==> src/design/tpc_pkg.sv <==
// shared types, constants and helpers for the triangle coverage core
package tpc_pkg;

  localparam int CoordW            = 16;
  localparam int DiffW             = CoordW + 1;
  localparam int ProdW             = 2 * DiffW;
  localparam int EdgeW             = ProdW + 1;
  localparam int MagW              = ProdW;
  localparam int SumW              = 64;
  localparam int RndMagW           = 61;
  localparam int AddrW             = 5;
  localparam int DataW             = 32;
  localparam int DefWeightFracBits = 14;

  localparam logic [2:0] REG_V0X = 3'd0;
  localparam logic [2:0] REG_V0Y = 3'd1;
  localparam logic [2:0] REG_V1X = 3'd2;
  localparam logic [2:0] REG_V1Y = 3'd3;
  localparam logic [2:0] REG_V2X = 3'd4;
  localparam logic [2:0] REG_V2Y = 3'd5;

  localparam logic [SumW-1:0]    CapTest = SumW'(1) << 59;
  localparam logic [RndMagW-1:0] CapVal  = RndMagW'(1) << 60;

  typedef struct packed {
    logic valid;
    logic cov;
    logic degen;
    logic neg0;
    logic neg1;
  } side_t;

  function automatic logic signed [CoordW-1:0] sat16(input logic signed [SumW-1:0] v);
    logic signed [CoordW-1:0] res;
    if (v > SumW'(32767)) begin
      res = 16'sh7fff;
    end else if (v < -SumW'(32768)) begin
      res = 16'sh8000;
    end else begin
      res = v[CoordW-1:0];
    end
    return res;
  endfunction

endpackage

==> src/design/tpc_div_cell.sv <==
// one restoring division step for both weight lanes
module tpc_div_cell #(
  parameter int QuotW = tpc_pkg::MagW + tpc_pkg::DefWeightFracBits
) (
  input  logic                             clk,
  input  logic                             rst_n,
  input  logic                             en,
  input  tpc_pkg::side_t                   side_i,
  input  logic [tpc_pkg::MagW-1:0]         d_i,
  input  logic [1:0][tpc_pkg::MagW-1:0]    r_i,
  input  logic [1:0][QuotW-1:0]            nq_i,
  output tpc_pkg::side_t                   side_o,
  output logic [tpc_pkg::MagW-1:0]         d_o,
  output logic [1:0][tpc_pkg::MagW-1:0]    r_o,
  output logic [1:0][QuotW-1:0]            nq_o
);

  localparam int MW = tpc_pkg::MagW;

  tpc_pkg::side_t            side_r;
  logic [MW-1:0]             d_r;
  logic [1:0][MW-1:0]        r_r, r_nxt;
  logic [1:0][QuotW-1:0]     nq_r, nq_nxt;
  logic [1:0][MW:0]          trial;
  logic [1:0]                ge;

  always_comb begin
    for (int i = 0; i < 2; i++) begin
      trial[i]  = {r_i[i], nq_i[i][QuotW-1]};
      ge[i]     = trial[i] >= {1'b0, d_i};
      r_nxt[i]  = ge[i] ? MW'(trial[i] - {1'b0, d_i}) : MW'(trial[i]);
      nq_nxt[i] = {nq_i[i][QuotW-2:0], ge[i]};
    end
  end

  always_ff @(posedge clk) begin
    if (!rst_n) begin
      side_r <= '0;
    end else if (en) begin
      side_r <= side_i;
    end
  end

  always_ff @(posedge clk) begin
    if (en) begin
      d_r  <= d_i;
      r_r  <= r_nxt;
      nq_r <= nq_nxt;
    end
  end

  assign side_o = side_r;
  assign d_o    = d_r;
  assign r_o    = r_r;
  assign nq_o   = nq_r;

endmodule

==> config.mk <==
export PLATFORM = sky130hd
export DESIGN_NAME = tpc_div_cell
export DESIGN_NICKNAME = d
export VERILOG_FILES = /design/src/design/tpc_pkg.sv /design/src/design/tpc_div_cell.sv
export SDC_FILE = /design/constraint.sdc
export NUM_CORES = 1
export LEC_CHECK = 0
export BUFFER_PORTS_ARGS = -buffer_cell sky130_fd_sc_hd__buf_4
export CAP_MARGIN = 10
export CORE_AREA = 2 2 159 161
export CTS_CLUSTER_DIAMETER = 200
export DETAILED_ROUTE_END_ITERATION = 8
export DIE_AREA = 0 0 161 163
export PLACE_DENSITY = 0.84
export RECOVER_POWER = 100
export SETUP_SLACK_MARGIN = 0.4
export SYNTH_ARGS = -nofsm -noshare
export SYNTH_HDL_FRONTEND = slang
export SYNTH_SLANG_ARGS = --single-unit
==> constraint.sdc <==
create_clock -name clk -period 6.6 [get_ports clk]
set_input_delay 1.32 -clock clk [delete_from_list [all_inputs] [get_ports clk]]
set_output_delay 1.32 -clock clk [all_outputs]
set_load 0.02 [all_outputs]
==> results.py <==
metrics = {
    "sta": {
        "finalSetupTns_ns": 0,
        "final_period_minus_worst_setup_slack_ns": 5.30,
        "slew_at_the_pin_closest_to_its_max_slew_limit_ns": 4.88,
        "rsz0062_at_grt": "false",
        "hold_violations": 0,
        "final_critical_path_setup_slack_ns": 1.30,
        "timing.final.max_slew_violations": 123,
        "slew_headroom_pct": -225,
        "final_setup_violations": 0,
        "crit_share_post_route_pct": 80.4,
        "timing.fmax_mhz": 189,
        "finClkSkew_ns": 0,
    },
    "grt": {
        "grt_max_degree": 103,
        "grt_pass1_wl_mm": 52.0,
        "globalRouteOverflowTotal": 0,
        "first_global_vias": 8966,
        "gr-usage-all-layers_pct": 25.9,
        "grt_antenna_before_repair": 2,
    },
    "clocking": {
        "cts_resized": 0,
        "insertion_delay_ns": 0.51,
        "cts_num_sinks": 203,
        "worst_setup_hold_path_clk_slew_ns": 0.06,
        "tritoncts": "done",
        "cts_inserted_buffers": 22,
        "cts.hold.buffers_added": 0,
        "cts_setup_buffers": 0,
        "cts-root-buf": "clkbuf_16",
        "cts.htree.levels": 1,
        "clk_path_buf_depth": 3,
    },
    "yosys": {
        "synth.net_count": 1213,
        "synth_async_reset_ratio_pct": 0,
        "gate_count_of_the_mapped_netlist": 937,
        "syn_avg_cell_area_um2": 11.7,
        "combined_area_of_all_synthesized_cells_um2": 11000,
        "yosysWarningCount": 0,
        "yosys_most_used_dff": "edfxtp_1",
        "synth_edf_count": 198,
        "ys_seq_elements": 203,
        "synthDistinctLibCells": 66,
        "seq_area_frac_synth_pct": 55.1,
    },
    "finish": {
        "flow.area_growth_from_synthesis_pct": 30.4,
        "layout_common_cells": "223 x clkbuf_1, 198 x edfxtp_1, 111 x clkbuf_4, 86 x nand2_1, 77 x buf_4",
        "multiInputGateArea_um2": 4580,
        "post_layout_instance_count_excluding_filler_cells": 1694,
        "seq_area_um2": 6050,
        "post_route_cell_area_um2": 14300,
        "mostFrequentLayoutCell": "clkbuf_1",
        "n_fill_cell": 2187,
        "drive_gt1_share_pct": 20.3,
        "finish.net_count": 1622,
    },
    "power": {
        "worst_ir_drop_vdd_v": 0.000164,
        "power.density_cell_area_nw_per_um2": 272,
        "p_leak_uw": 0.00580,
        "totalPowerFinal_uw": 3890,
    },
    "worst_setup_path": {
        "crit_path_max_fanout": 39,
        "crit_arrival_ns": 5.48,
        "worst_r2r_path_depth": 2,
        "critPathRequiredTime_ns": 6.77,
        "criticalPathCategory": "in2reg",
        "cp-start-kind": "input port",
        "worst_setup_path_end_kind": "flop",
    },
    "floorplan": {
        "dieWidth_um": 161,
        "io_pins": 409,
        "initial_utilization_pct": 44.5,
        "die_footprint_um2": 26200,
        "die_h_um": 163,
        "rows": 58,
        "core_area_um2": 24700,
    },
    "worst_hold_path": {
        "min-delay-path-class": "reg2reg",
        "holdPathStages": 2,
    },
    "routing": {
        "routed_wirelength_mm": 35.5,
        "drtIter0Drc": 787,
        "viasPerCell": 5.46,
        "drc_errors": 0,
        "route.antenna.remaining_nets": 0,
        "drt_pass1_iterations": 5,
        "route.detailed.wl_per_inst_um": 20.9,
        "num_vias": 9244,
    },
    "status": {
        "failed_checks": "max-capacitance violations, max-slew violations",
        "run_status": "finished with violations",
    },
    "run": {
        "max-cap-violations": 2,
    },
    "placed_design": {
        "detailedPlace.worstSlack_ns": 1.37,
        "dpl_cell_area_um2": 14400,
        "gp_routability_congestion": 0.922,
        "port_buffers": 408,
        "place_inst": 1652,
        "hpwlAfterDp_mm": 27.9,
    },
}
[cells by family after synthesis]
logic type | synth area share (%)
AO/OA/AOI/OAI | 14.7
AND/OR/NAND/NOR | 9.95
flip-flops | 55.1
buffers and inverters | 3.19
adder cells (fa/ha/maj) | 8.11
XOR/XNOR | 4.31
multiplexers | 4.71
[cell usage after synthesis, types with 20 or more instances]
master	count	share of area, %
a21o_1	38	2.6
nand2_1	86	2.9
xor2_1	20	1.6
o21ai_0	61	2.8
xnor2_1	34	2.7
mux2_2	37	3.8
edfxtp_1	198	54
nor2_1	47	1.6
a21oi_1	65	3.0
clkbuf_1	22	0.75
ha_1	68	7.7
inv_1	60	2.1
[layer usage]
| metal | vias up | part of all wire [%] | track usage, % |
|---|---|---|---|
| met1 | 4452 | 39 | 30.7 |
| li1 | 4345 | - | - |
| met3 | 83 | 6.9 | 5.32 |
| met2 | 364 | 50 | 46.0 |
| met4 | 0 | 4.2 | 10.6 |
| met5 | - | 0 | 0 |
[area by class of cell]
| type | count | area share [%] |
|---|---|---|
| Antenna cell | 2 | 0.0350 |
| Clock buffer | 27 | 4.42 |
| Clock inverter | 13 | 0.891 |
| Inverter | 60 | 1.57 |
| Multi-Input combinational cell | 647 | 32.0 |
| Sequential cell | 203 | 42.2 |
| Tap cell | 330 | 2.88 |
| Timing Repair Buffer | 412 | 16.0 |
[flip-flops by register name, summed over array words and instances, names as in the netlist]
name / count
d_o: 34
nq_o: 96
r_o: 68
side_o: 5
[worst max-delay path, cell delays in order]
cell and delay [ns]:
clkbuf_1 0.15, inv_1 0.10, ha_1 0.41, nand2_1 0.18, nor2_1 0.09, and3_1 0.22, and4_1 0.24, a2111oi_0 0.43
o31a_1 0.85, clkbuf_1 1.12, o21ai_0 0.34
[worst paths after layout]
kind | startpoint | to | slack (ns)
setup reg to reg | side_o[4] | side_o[4] | 5.87
setup / recovery | d_i[17] | r_o[8] | 1.30
hold / removal | side_o[1] | side_o[1] | 0.52
hold reg to reg | side_o[1] | side_o[1] | 0.52
[metrics by stage]
| stage | utilization (%) | hold slack (ns) |
|---|---|---|
| floorplan | - | 0.590 |
| global placement | 58.3 | 0.500 |
| detailed placement | 58.3 | 0.513 |
| CTS | 61.4 | 0.526 |
| global route | 58.0 | 0.554 |
| finish | 58.0 | 0.523 |
[report_power, final]
group	total [uW]	switching (uW)	internal (uW)
logic	967	614	353
registers	1630	39.7	1590
clock network	1300	532	764
total	3890	1190	2700
Power figures use the tool's default switching activity.
