<file path="config.mk">
export PLATFORM = sky130hd
export DESIGN_NAME = tpc_post
export DESIGN_NICKNAME = d
export VERILOG_FILES = /design/src/design/tpc_pkg.sv /design/src/design/tpc_post.sv
export SDC_FILE = /design/constraint.sdc
export NUM_CORES = 1
export LEC_CHECK = 0
export ABC_AREA = 1
export BUFFER_PORTS_ARGS = -buffer_cell sky130_fd_sc_hd__buf_2
export CORE_ASPECT_RATIO = 0.7
export CORE_MARGIN = 10
export CORE_UTILIZATION = 36
export DETAILED_ROUTE_END_ITERATION = 7
export GPL_TIMING_DRIVEN = 0
export SYNTH_ARGS = -nofsm -noshare
export SYNTH_HDL_FRONTEND = slang
export SYNTH_SLANG_ARGS = --single-unit
</file>
<file path="constraint.sdc">
create_clock -name clk -period 7.7 [get_ports clk]
set_input_delay 0.77 -clock clk [delete_from_list [all_inputs] [get_ports clk]]
set_output_delay 0.77 -clock clk [all_outputs]
set_load 0.02 [all_outputs]
</file>
<file path="src/design/tpc_pkg.sv">
// shared types, constants and helpers for the triangle coverage core
package tpc_pkg;

  localparam int CoordW            = 16;
  localparam int DiffW             = CoordW + 1;
  localparam int ProdW             = 2 * DiffW;
  localparam int EdgeW             = ProdW + 1;
  localparam int MagW              = ProdW;
  localparam int SumW              = 64;
  localparam int RndMagW           = 61;
  localparam int AddrW             = 5;
  localparam int DataW             = 32;
  localparam int DefWeightFracBits = 14;

  localparam logic [2:0] REG_V0X = 3'd0;
  localparam logic [2:0] REG_V0Y = 3'd1;
  localparam logic [2:0] REG_V1X = 3'd2;
  localparam logic [2:0] REG_V1Y = 3'd3;
  localparam logic [2:0] REG_V2X = 3'd4;
  localparam logic [2:0] REG_V2Y = 3'd5;

  localparam logic [SumW-1:0]    CapTest = SumW'(1) << 59;
  localparam logic [RndMagW-1:0] CapVal  = RndMagW'(1) << 60;

  typedef struct packed {
    logic valid;
    logic cov;
    logic degen;
    logic neg0;
    logic neg1;
  } side_t;

  function automatic logic signed [CoordW-1:0] sat16(input logic signed [SumW-1:0] v);
    logic signed [CoordW-1:0] res;
    if (v > SumW'(32767)) begin
      res = 16'sh7fff;
    end else if (v < -SumW'(32768)) begin
      res = 16'sh8000;
    end else begin
      res = v[CoordW-1:0];
    end
    return res;
  endfunction

endpackage

</file>
<file path="src/design/tpc_post.sv">
// rounding, capping, sign, third weight, saturation and output register
module tpc_post #(
  parameter int WeightFracBits = tpc_pkg::DefWeightFracBits,
  parameter int QuotW          = tpc_pkg::MagW + tpc_pkg::DefWeightFracBits
) (
  input  logic                                clk,
  input  logic                                rst_n,
  input  logic                                en,
  input  tpc_pkg::side_t                      side_i,
  input  logic [tpc_pkg::MagW-1:0]            d_i,
  input  logic [1:0][tpc_pkg::MagW-1:0]       r_i,
  input  logic [1:0][QuotW-1:0]               q_i,
  output logic                                out_valid,
  output logic                                out_covered,
  output logic signed [tpc_pkg::CoordW-1:0]   out_weight0,
  output logic signed [tpc_pkg::CoordW-1:0]   out_weight1,
  output logic signed [tpc_pkg::CoordW-1:0]   out_weight2,
  output logic                                out_degenerate
);

  localparam int MW = tpc_pkg::MagW;
  localparam int SW = tpc_pkg::SumW;
  localparam int RW = tpc_pkg::RndMagW;
  localparam logic signed [SW-1:0] One = SW'(1) << WeightFracBits;

  tpc_pkg::side_t            sa_r, sb_r;
  logic [1:0][RW-1:0]        m_r, m_nxt;
  logic signed [SW-1:0]      sq0_r, sq1_r, q2;
  logic                      valid_r;
  logic                      cov_r, degen_r;
  logic signed [tpc_pkg::CoordW-1:0] w0_r, w1_r, w2_r;

  always_comb begin
    for (int i = 0; i < 2; i++) begin
      if (SW'(q_i[i]) >= tpc_pkg::CapTest) begin
        m_nxt[i] = tpc_pkg::CapVal;
      end else begin
        m_nxt[i] = RW'(q_i[i]) + RW'({r_i[i], 1'b0} >= {1'b0, d_i});
      end
    end
    q2 = One - sq0_r - sq1_r;
  end

  always_ff @(posedge clk) begin
    if (!rst_n) begin
      sa_r    <= '0;
      sb_r    <= '0;
      valid_r <= 1'b0;
    end else if (en) begin
      sa_r    <= side_i;
      sb_r    <= sa_r;
      valid_r <= sb_r.valid;
    end
  end

  always_ff @(posedge clk) begin
    if (en) begin
      m_r     <= m_nxt;
      sq0_r   <= sa_r.neg0 ? -SW'(m_r[0]) : SW'(m_r[0]);
      sq1_r   <= sa_r.neg1 ? -SW'(m_r[1]) : SW'(m_r[1]);
      cov_r   <= sb_r.cov;
      degen_r <= sb_r.degen;
      w0_r    <= sb_r.degen ? '0 : tpc_pkg::sat16(sq0_r);
      w1_r    <= sb_r.degen ? '0 : tpc_pkg::sat16(sq1_r);
      w2_r    <= sb_r.degen ? '0 : tpc_pkg::sat16(q2);
    end
  end

  assign out_valid      = valid_r;
  assign out_covered    = cov_r;
  assign out_weight0    = w0_r;
  assign out_weight1    = w1_r;
  assign out_weight2    = w2_r;
  assign out_degenerate = degen_r;

endmodule

</file>
==> results of run 1 <==
[registers in the layout, summed over array words and instances, names as in the netlist]
register / flops
m_r: 98
out_covered: 1
out_degenerate: 1
out_valid: 1
out_weight0: 16
out_weight1: 16
out_weight2: 16
sa_r: 5
sb_r: 3
sq0_r: 64
sq1_r: 64
[worst max-delay path: stages]
cell                      delay (ns)
sky130_fd_sc_hd__buf_2          0.08
sky130_fd_sc_hd__inv_1          0.05
sky130_fd_sc_hd__ha_1           0.27
sky130_fd_sc_hd__inv_1          0.04
sky130_fd_sc_hd__nor2_1         0.07
sky130_fd_sc_hd__nand3_1        0.17
sky130_fd_sc_hd__nor4_1         0.65
sky130_fd_sc_hd__nand4_1        0.15
sky130_fd_sc_hd__nand3_1        0.15
sky130_fd_sc_hd__ha_1           0.19
sky130_fd_sc_hd__ha_1           0.19
sky130_fd_sc_hd__nand2_1        0.07
sky130_fd_sc_hd__nor2_1         0.14
sky130_fd_sc_hd__nand3_1        0.16
sky130_fd_sc_hd__nor2_2         0.18
sky130_fd_sc_hd__inv_1          0.07
sky130_fd_sc_hd__nor2_1         0.20
sky130_fd_sc_hd__nand3_1        0.10
sky130_fd_sc_hd__inv_1          0.11
sky130_fd_sc_hd__nand3_1        0.13
sky130_fd_sc_hd__nor4_1         0.56
sky130_fd_sc_hd__nand4_1        0.19
sky130_fd_sc_hd__xnor2_1        0.17
[layout make-up]
type                       instances  area share (%)
multi-input combinational       2313            47.4
tap                              891            4.06
buffer                            26           0.438
sequential                       285            30.9
clock inverter                    17           0.433
antenna                            6          0.0547
inverter                         663            9.07
clock buffer                      37            2.75
timing repair buffer             259            4.93
[path summary, 6_finish.rpt]
check            start              end  cells after the start
min          side_i[4]          sa_r[4]                      3
max            d_i[33]          m_r[46]                     23
max reg2reg  sq1_r[15]  out_weight2[11]                     21
min reg2reg    sb_r[3]      out_covered                      0
[per-stage QoR]
step	utilization, %	power [uW]	hold slack (ns)	area (um^2)	instances
CTS	41.3	5530	0.386	27400	4491
global placement	39.9	4180	0.412	26500	4434
global route	41.4	5920	0.422	27400	4495
floorplan	-	3480	0.403	24100	3287
finish	41.4	5540	0.407	27400	4497
detailed placement	40.0	4180	0.413	26500	4437
[layout by cell type (no fill, tap or decap), types with 29 or more instances in the layout]
| cell type | count |
|---|---|
| sky130_fd_sc_hd__nand2_1 | 954 |
| sky130_fd_sc_hd__nor4_1 | 63 |
| sky130_fd_sc_hd__edfxtp_1 | 276 |
| sky130_fd_sc_hd__nor3_1 | 75 |
| sky130_fd_sc_hd__buf_2 | 255 |
| sky130_fd_sc_hd__inv_1 | 650 |
| sky130_fd_sc_hd__xor2_1 | 135 |
| sky130_fd_sc_hd__nand3_1 | 149 |
| sky130_fd_sc_hd__nand4_1 | 65 |
| sky130_fd_sc_hd__ha_1 | 197 |
| sky130_fd_sc_hd__xnor2_1 | 77 |
| sky130_fd_sc_hd__a21oi_1 | 152 |
| sky130_fd_sc_hd__nor2_2 | 30 |
| sky130_fd_sc_hd__nor2_1 | 252 |
| sky130_fd_sc_hd__clkbuf_1 | 31 |
| sky130_fd_sc_hd__o21ai_0 | 34 |
| sky130_fd_sc_hd__clkbuf_16 | 29 |
[power by group through the flow]
stage / sequential (uW) / clock, uW / combinational, uW
CTS: 2010 / 1370 / 2150
detailed placement: 2040 / 0 / 2140
global route: 2030 / 1430 / 2460
floorplan: 2050 / 0 / 1430
finish: 2010 / 1340 / 2190
global placement: 2050 / 0 / 2120
[routing by layer]
layer / share of wire, % / wire length [um] / vias up
met5: 0.12 / 93 / -
met4: 1.3 / 939 / 14
met3: 8.5 / 6340 / 68
met2: 39 / 29400 / 605
met1: 51 / 37800 / 9865
li1: - / - / 11146
[cell families (layout without fill, tap and decap cells)]
logic type,after synthesis,in the layout,synth area share (%)
other cells,0,6,0
flops,285,285,35.2
simple gates,1671,1671,30.7
fa+ha+maj,198,198,10.3
xor+xnor,212,212,7.71
compound gates,232,232,5.26
buf+inv,689,1002,10.8
==> impl_metrics.ini, run 1 <==
[synth]
synth.top_cells.by_count = sky130_fd_sc_hd__nand2_1 (954), sky130_fd_sc_hd__inv_1 (650), sky130_fd_sc_hd__edfxtp_1 (276)
yosys_most_used_dff = sky130_fd_sc_hd__edfxtp_1
seq_area_frac_synth_pct = 35.2
postSynthAreaPerCell_um2 = 7.32
synth_area_um2 = 24100
postSynthCellCount = 3287
yosysMostFrequentCell = sky130_fd_sc_hd__nand2_1
synth_edf_count = 276
synth_fp_nets = 3691
fraction_of_synthesized_cell_area_taken_by_the_top_area_cell_type_pct = 34.4
async_flop_share_pct = 0
synth.lib_cells_used.distinct = 51
synth_seq_cells = 285
yosys-top-cells-area = sky130_fd_sc_hd__edfxtp_1 (34%), sky130_fd_sc_hd__nand2_1 (15%), sky130_fd_sc_hd__ha_1 (10%)
ys.warnings.count = 0
post-synth-top-area-cell = sky130_fd_sc_hd__edfxtp_1

[power]
max-vdd-ir-drop_uv = 144
p_comb_share_pct = 39.5
clock_power_share_pct = 24.1
p_sw_uw = 2220
sw_frac_of_total_pct = 40.0
p_leak_uw = 0.0134
power_frac_seq_pct = 36.4
power.density_nw_per_um2 = 202
p_int_uw = 3320

[sta]
timing_hold_violations_final = 0
unrepaired_setup_endpoints_after_global_routing = no
layout_worst_path_cycle_share_pct = 58.8
max_clock_freq_ghz = 0.221
tightest_slew_ns = 1.33
slew_headroom_pct = 10.7
final-max-slew-violation-count = 0
setup_total_negative_slack_ns = 0
setup_violations = 0
finClkSkew_ns = 0.0266
min_period_ns = 4.53
final_critical_path_setup_slack_ns = 3.17

[cells_and_area]
drive_gt1_share_pct = 11.6
synthToLayoutAreaGrowth_pct = 14.0
num-nets-final = 3981
filler_cell_count = 6927
multiInputGateArea_um2 = 13000
sequential_cell_area_um2 = 8470

[global_routing]
grt_pass1_vias = 20173
grt_antenna_before_repair = 13
top_usage_layer = met1
grt_first_pass_wirelength_um = 114000
gr-usage-met1_pct = 28.8
grt_overflow = 0
groute.usage.overall_pct = 18.6
grtUsageMet3_pct = 3.96
pin_count_of_the_biggest_net_entering_global_routing = 109
grtUsageMet2_pct = 26.3

[clock_network]
clk_path_buf_depth = 3
tritoncts.num_buffers = 29
clock_tree_from_tritoncts = built
cts.repair.resized = 0
post_cts_hold_buffer_count = 0
worstSkewPairLatency_ns = 0.60
cts_num_sinks = 285
htree_num_levels = 1
postCtsSetupRepairBufs = 0
path_clk_slew_ns = 0.06
cts_root_buffer = sky130_fd_sc_hd__clkbuf_16

[detailed_routing]
route.detailed.vias_per_inst = 4.82
postRouteAntennaNets = 0
drcViolationCount = 0
detail_route.first_pass.iterations = 5
wl_per_cell_um = 16.6
drt-total-wl_um = 74600
num_vias = 21698
drtIter0Drc = 1831

[floorplan]
io-pin-count = 257
die-height_um = 236
die_width_um = 329
row_count = 79
floorplan.die_area_um2 = 77800
initial_utilization_pct = 36.3
core_area_um2 = 66300

[critical_path]
worst-endpoint-required_ns = 8.03
ff2ff_setup_slack_ns = 3.57
timing.setup.critical_path_class = in -> reg
cp_data_arrival_time_ns = 4.86
cp_max_fo = 3
timing.critical_path.from_type = input pin
capturing_element_type_of_the_critical_path = register

[run_status]
status = finished clean

[run]
max_cap_violations = 0

[place]
dpl_ws_ns = 2.59
gp_congestion = 0.941
portBuffers = 256
post-dp-hpwl_um = 64300

[min_path]
hold_path_class = in -> reg
No activity file was read; power rests on OpenSTA's default activity.
==> run 2, diff against run 1 <==
==> constraint.sdc (replaced) <==
create_clock -name clk -period 4.54 [get_ports clk]
set_input_delay 0.454 -clock clk [delete_from_list [all_inputs] [get_ports clk]]
set_output_delay 0.454 -clock clk [all_outputs]
set_load 0.02 [all_outputs]
==> run 2 against run 1 <==
Sequential share of layout area barely moved; worst setup slack got worse by 2.8 ns; combinational power rose by 69%; hold slack got worse by 0.32 ns; final cell count did not move; largest cell class unchanged.
==> impl_metrics.ini, run 2 (same netlist as run 1, synthesis figures left out) <==
[detailed_routing]
wl_per_cell_um = 16.6
detail_route.first_pass.iterations = 5
drtIter0Drc = 1918
drcViolationCount = 0
route.detailed.vias_per_inst = 4.84
drt-total-wl_um = 74700
num_vias = 21773
postRouteAntennaNets = 0

[cells_and_area]
top_register = m_r
layout.cells.non_filler = 4497
synthToLayoutAreaGrowth_pct = 14.1
largest_register_ff_count = 98
filler_cell_count = 6922
num-nets-final = 3981
final_cell_area_um2 = 27500
layout_top_registers = m_r x98, sq0_r x64, sq1_r x64
drive_gt1_share_pct = 11.6
final_cell_mix = sky130_fd_sc_hd__nand2_1 (954), sky130_fd_sc_hd__inv_1 (650), sky130_fd_sc_hd__edfxtp_1 (276)
layout.cells.most_common = sky130_fd_sc_hd__nand2_1

[clock_network]
htree_num_levels = 1
tritoncts.num_buffers = 29
clock_tree_from_tritoncts = built
path_clk_slew_ns = 0.07
worstSkewPairLatency_ns = 0.60
cts_root_buffer = sky130_fd_sc_hd__clkbuf_16
cts_num_sinks = 285
postCtsSetupRepairBufs = 0
clk_path_buf_depth = 3

[place]
post_placement_cell_count = 4437
dpl_ws_ns = -0.255
dpl-instance-area_um2 = 26500
gp_congestion = 0.941
portBuffers = 256
post-dp-hpwl_um = 64300

[global_routing]
grt_pass1_vias = 20173
pin_count_of_the_biggest_net_entering_global_routing = 109
grt_first_pass_wirelength_um = 114000
groute.usage.overall_pct = 18.6
grt_antenna_before_repair = 13
grt_overflow = 0

[sta]
max_clock_freq_ghz = 0.239
unrepaired_setup_endpoints_after_global_routing = no
setup_violations = 0
timing_hold_violations_final = 0
final_critical_path_setup_slack_ns = 0.362
min_period_ns = 4.18
worst_hold_slack_ns = 0.0909
slew_headroom_pct = 9.45
finClkSkew_ns = 0.0273
tightest_slew_ns = 1.35
final-max-slew-violation-count = 0
layout_worst_path_cycle_share_pct = 92.0

[min_path]
hold_path_class = in -> reg

[critical_path]
capturing_element_type_of_the_critical_path = register
timing.critical_path.from_type = register
timing.setup.critical_path_class = reg -> reg
critical_path.max_stage_delay_ns = 0.53
crit_slowest_cell = sky130_fd_sc_hd__ha_1
critPathMostFrequentCell = sky130_fd_sc_hd__nand2_1
cp_data_arrival_time_ns = 4.49
path_cells = inv_1 -> ha_1 -> ha_1 -> nand2_1 -> nor2_1 -> nand2_1 -> nor3_1 -> nand3_1 -> nand3_1 -> nand2_1 -> nand2_1 -> nand2_1 -> nor2_1 -> nand2_1 -> nor2_2 -> nand3_2 -> nand3_4 -> buf_8 -> a21oi_1
cp_max_fo = 10
worst-endpoint-required_ns = 4.85

[run_status]
status = finished clean

[floorplan]
floorplan.die_area_um2 = 77800
die-height_um = 236
core_area_um2 = 66300
initial_utilization_pct = 36.3
row_count = 79
die_width_um = 329
io-pin-count = 257

[run]
max_cap_violations = 0

[power]
power.density_nw_per_um2 = 342
max-vdd-ir-drop_uv = 243
total_power_uw = 9400
p_leak_uw = 0.0134
-- run 2: cell types whose count changed in the layout (fill, tap and decap cells not counted) --
| cell | previous run | this run |
|---|---|---|
| sky130_fd_sc_hd__nor4_1 | 63 | 61 |
| sky130_fd_sc_hd__nor4_4 | 0 | 2 |
-- run 2: cell type report --
cell class,count,area (um^2),share of cell area [%]
flip-flops and latches,285,8470,30.8
inverters,663,2490,9.06
well taps,891,1110,4.06
clock inverters,17,119,0.433
plain buffers,26,120,0.437
repair buffers,259,1350,4.93
clock buffers,37,756,2.75
multi-input cells,2313,13000,47.5
diodes,6,15.0,0.0547
-- run 2: layer usage --
layer  GRT usage [%]  part of all wire, %  vias up
met5               0                 0.12        -
met4            2.56                  1.2       14
met3            3.96                  8.5       63
met2            26.3                   39      643
met1            28.8                   51     9904
li1                -                    -    11149
-- run 2: what timing repair did --
item                                    CTS  global route
hold buffers                              0             0
gates resized for setup                   0             4
endpoints found under the hold margin     0             0
endpoints found under the setup margin    0             9
-- run 2: critical path: cells and delay by family (launching register included) --
kind	cells	cell delay, ns
and+or+nand+nor	14	2.30
adders and majority gates	2	0.81
DFF	1	0.37
buffers and inverters	2	0.34
AOI/OAI and AO/OA	1	0.08
-- run 2: where the power goes --
part / internal (uW) / switching, uW / total (uW)
combinational: 1210 / 2510 / 3710
sequential: 3240 / 181 / 3420
clock: 1190 / 1080 / 2270
total: 5640 / 3760 / 9400
-- run 2: path summary, 6_finish.rpt --
| check | from | to | slack (ns) | depth (start not counted) |
|---|---|---|---|---|
| max | sq1_r[44] | out_weight2[11] | 0.36 | 19 |
| min | side_i[4] | sa_r[4] | 0.09 | 3 |
| max reg2reg | sq1_r[44] | out_weight2[11] | 0.36 | 19 |
| min reg2reg | sb_r[3] | out_covered | 0.43 | 0 |
-- run 2: metrics by stage --
step	setup TNS [ns]	util (%)
after floorplan	0	-
after global placement	-269.96	39.9
after detailed placement	-1.84	40.0
after CTS	0	41.3
after global routing	0	41.4
final	0	41.4
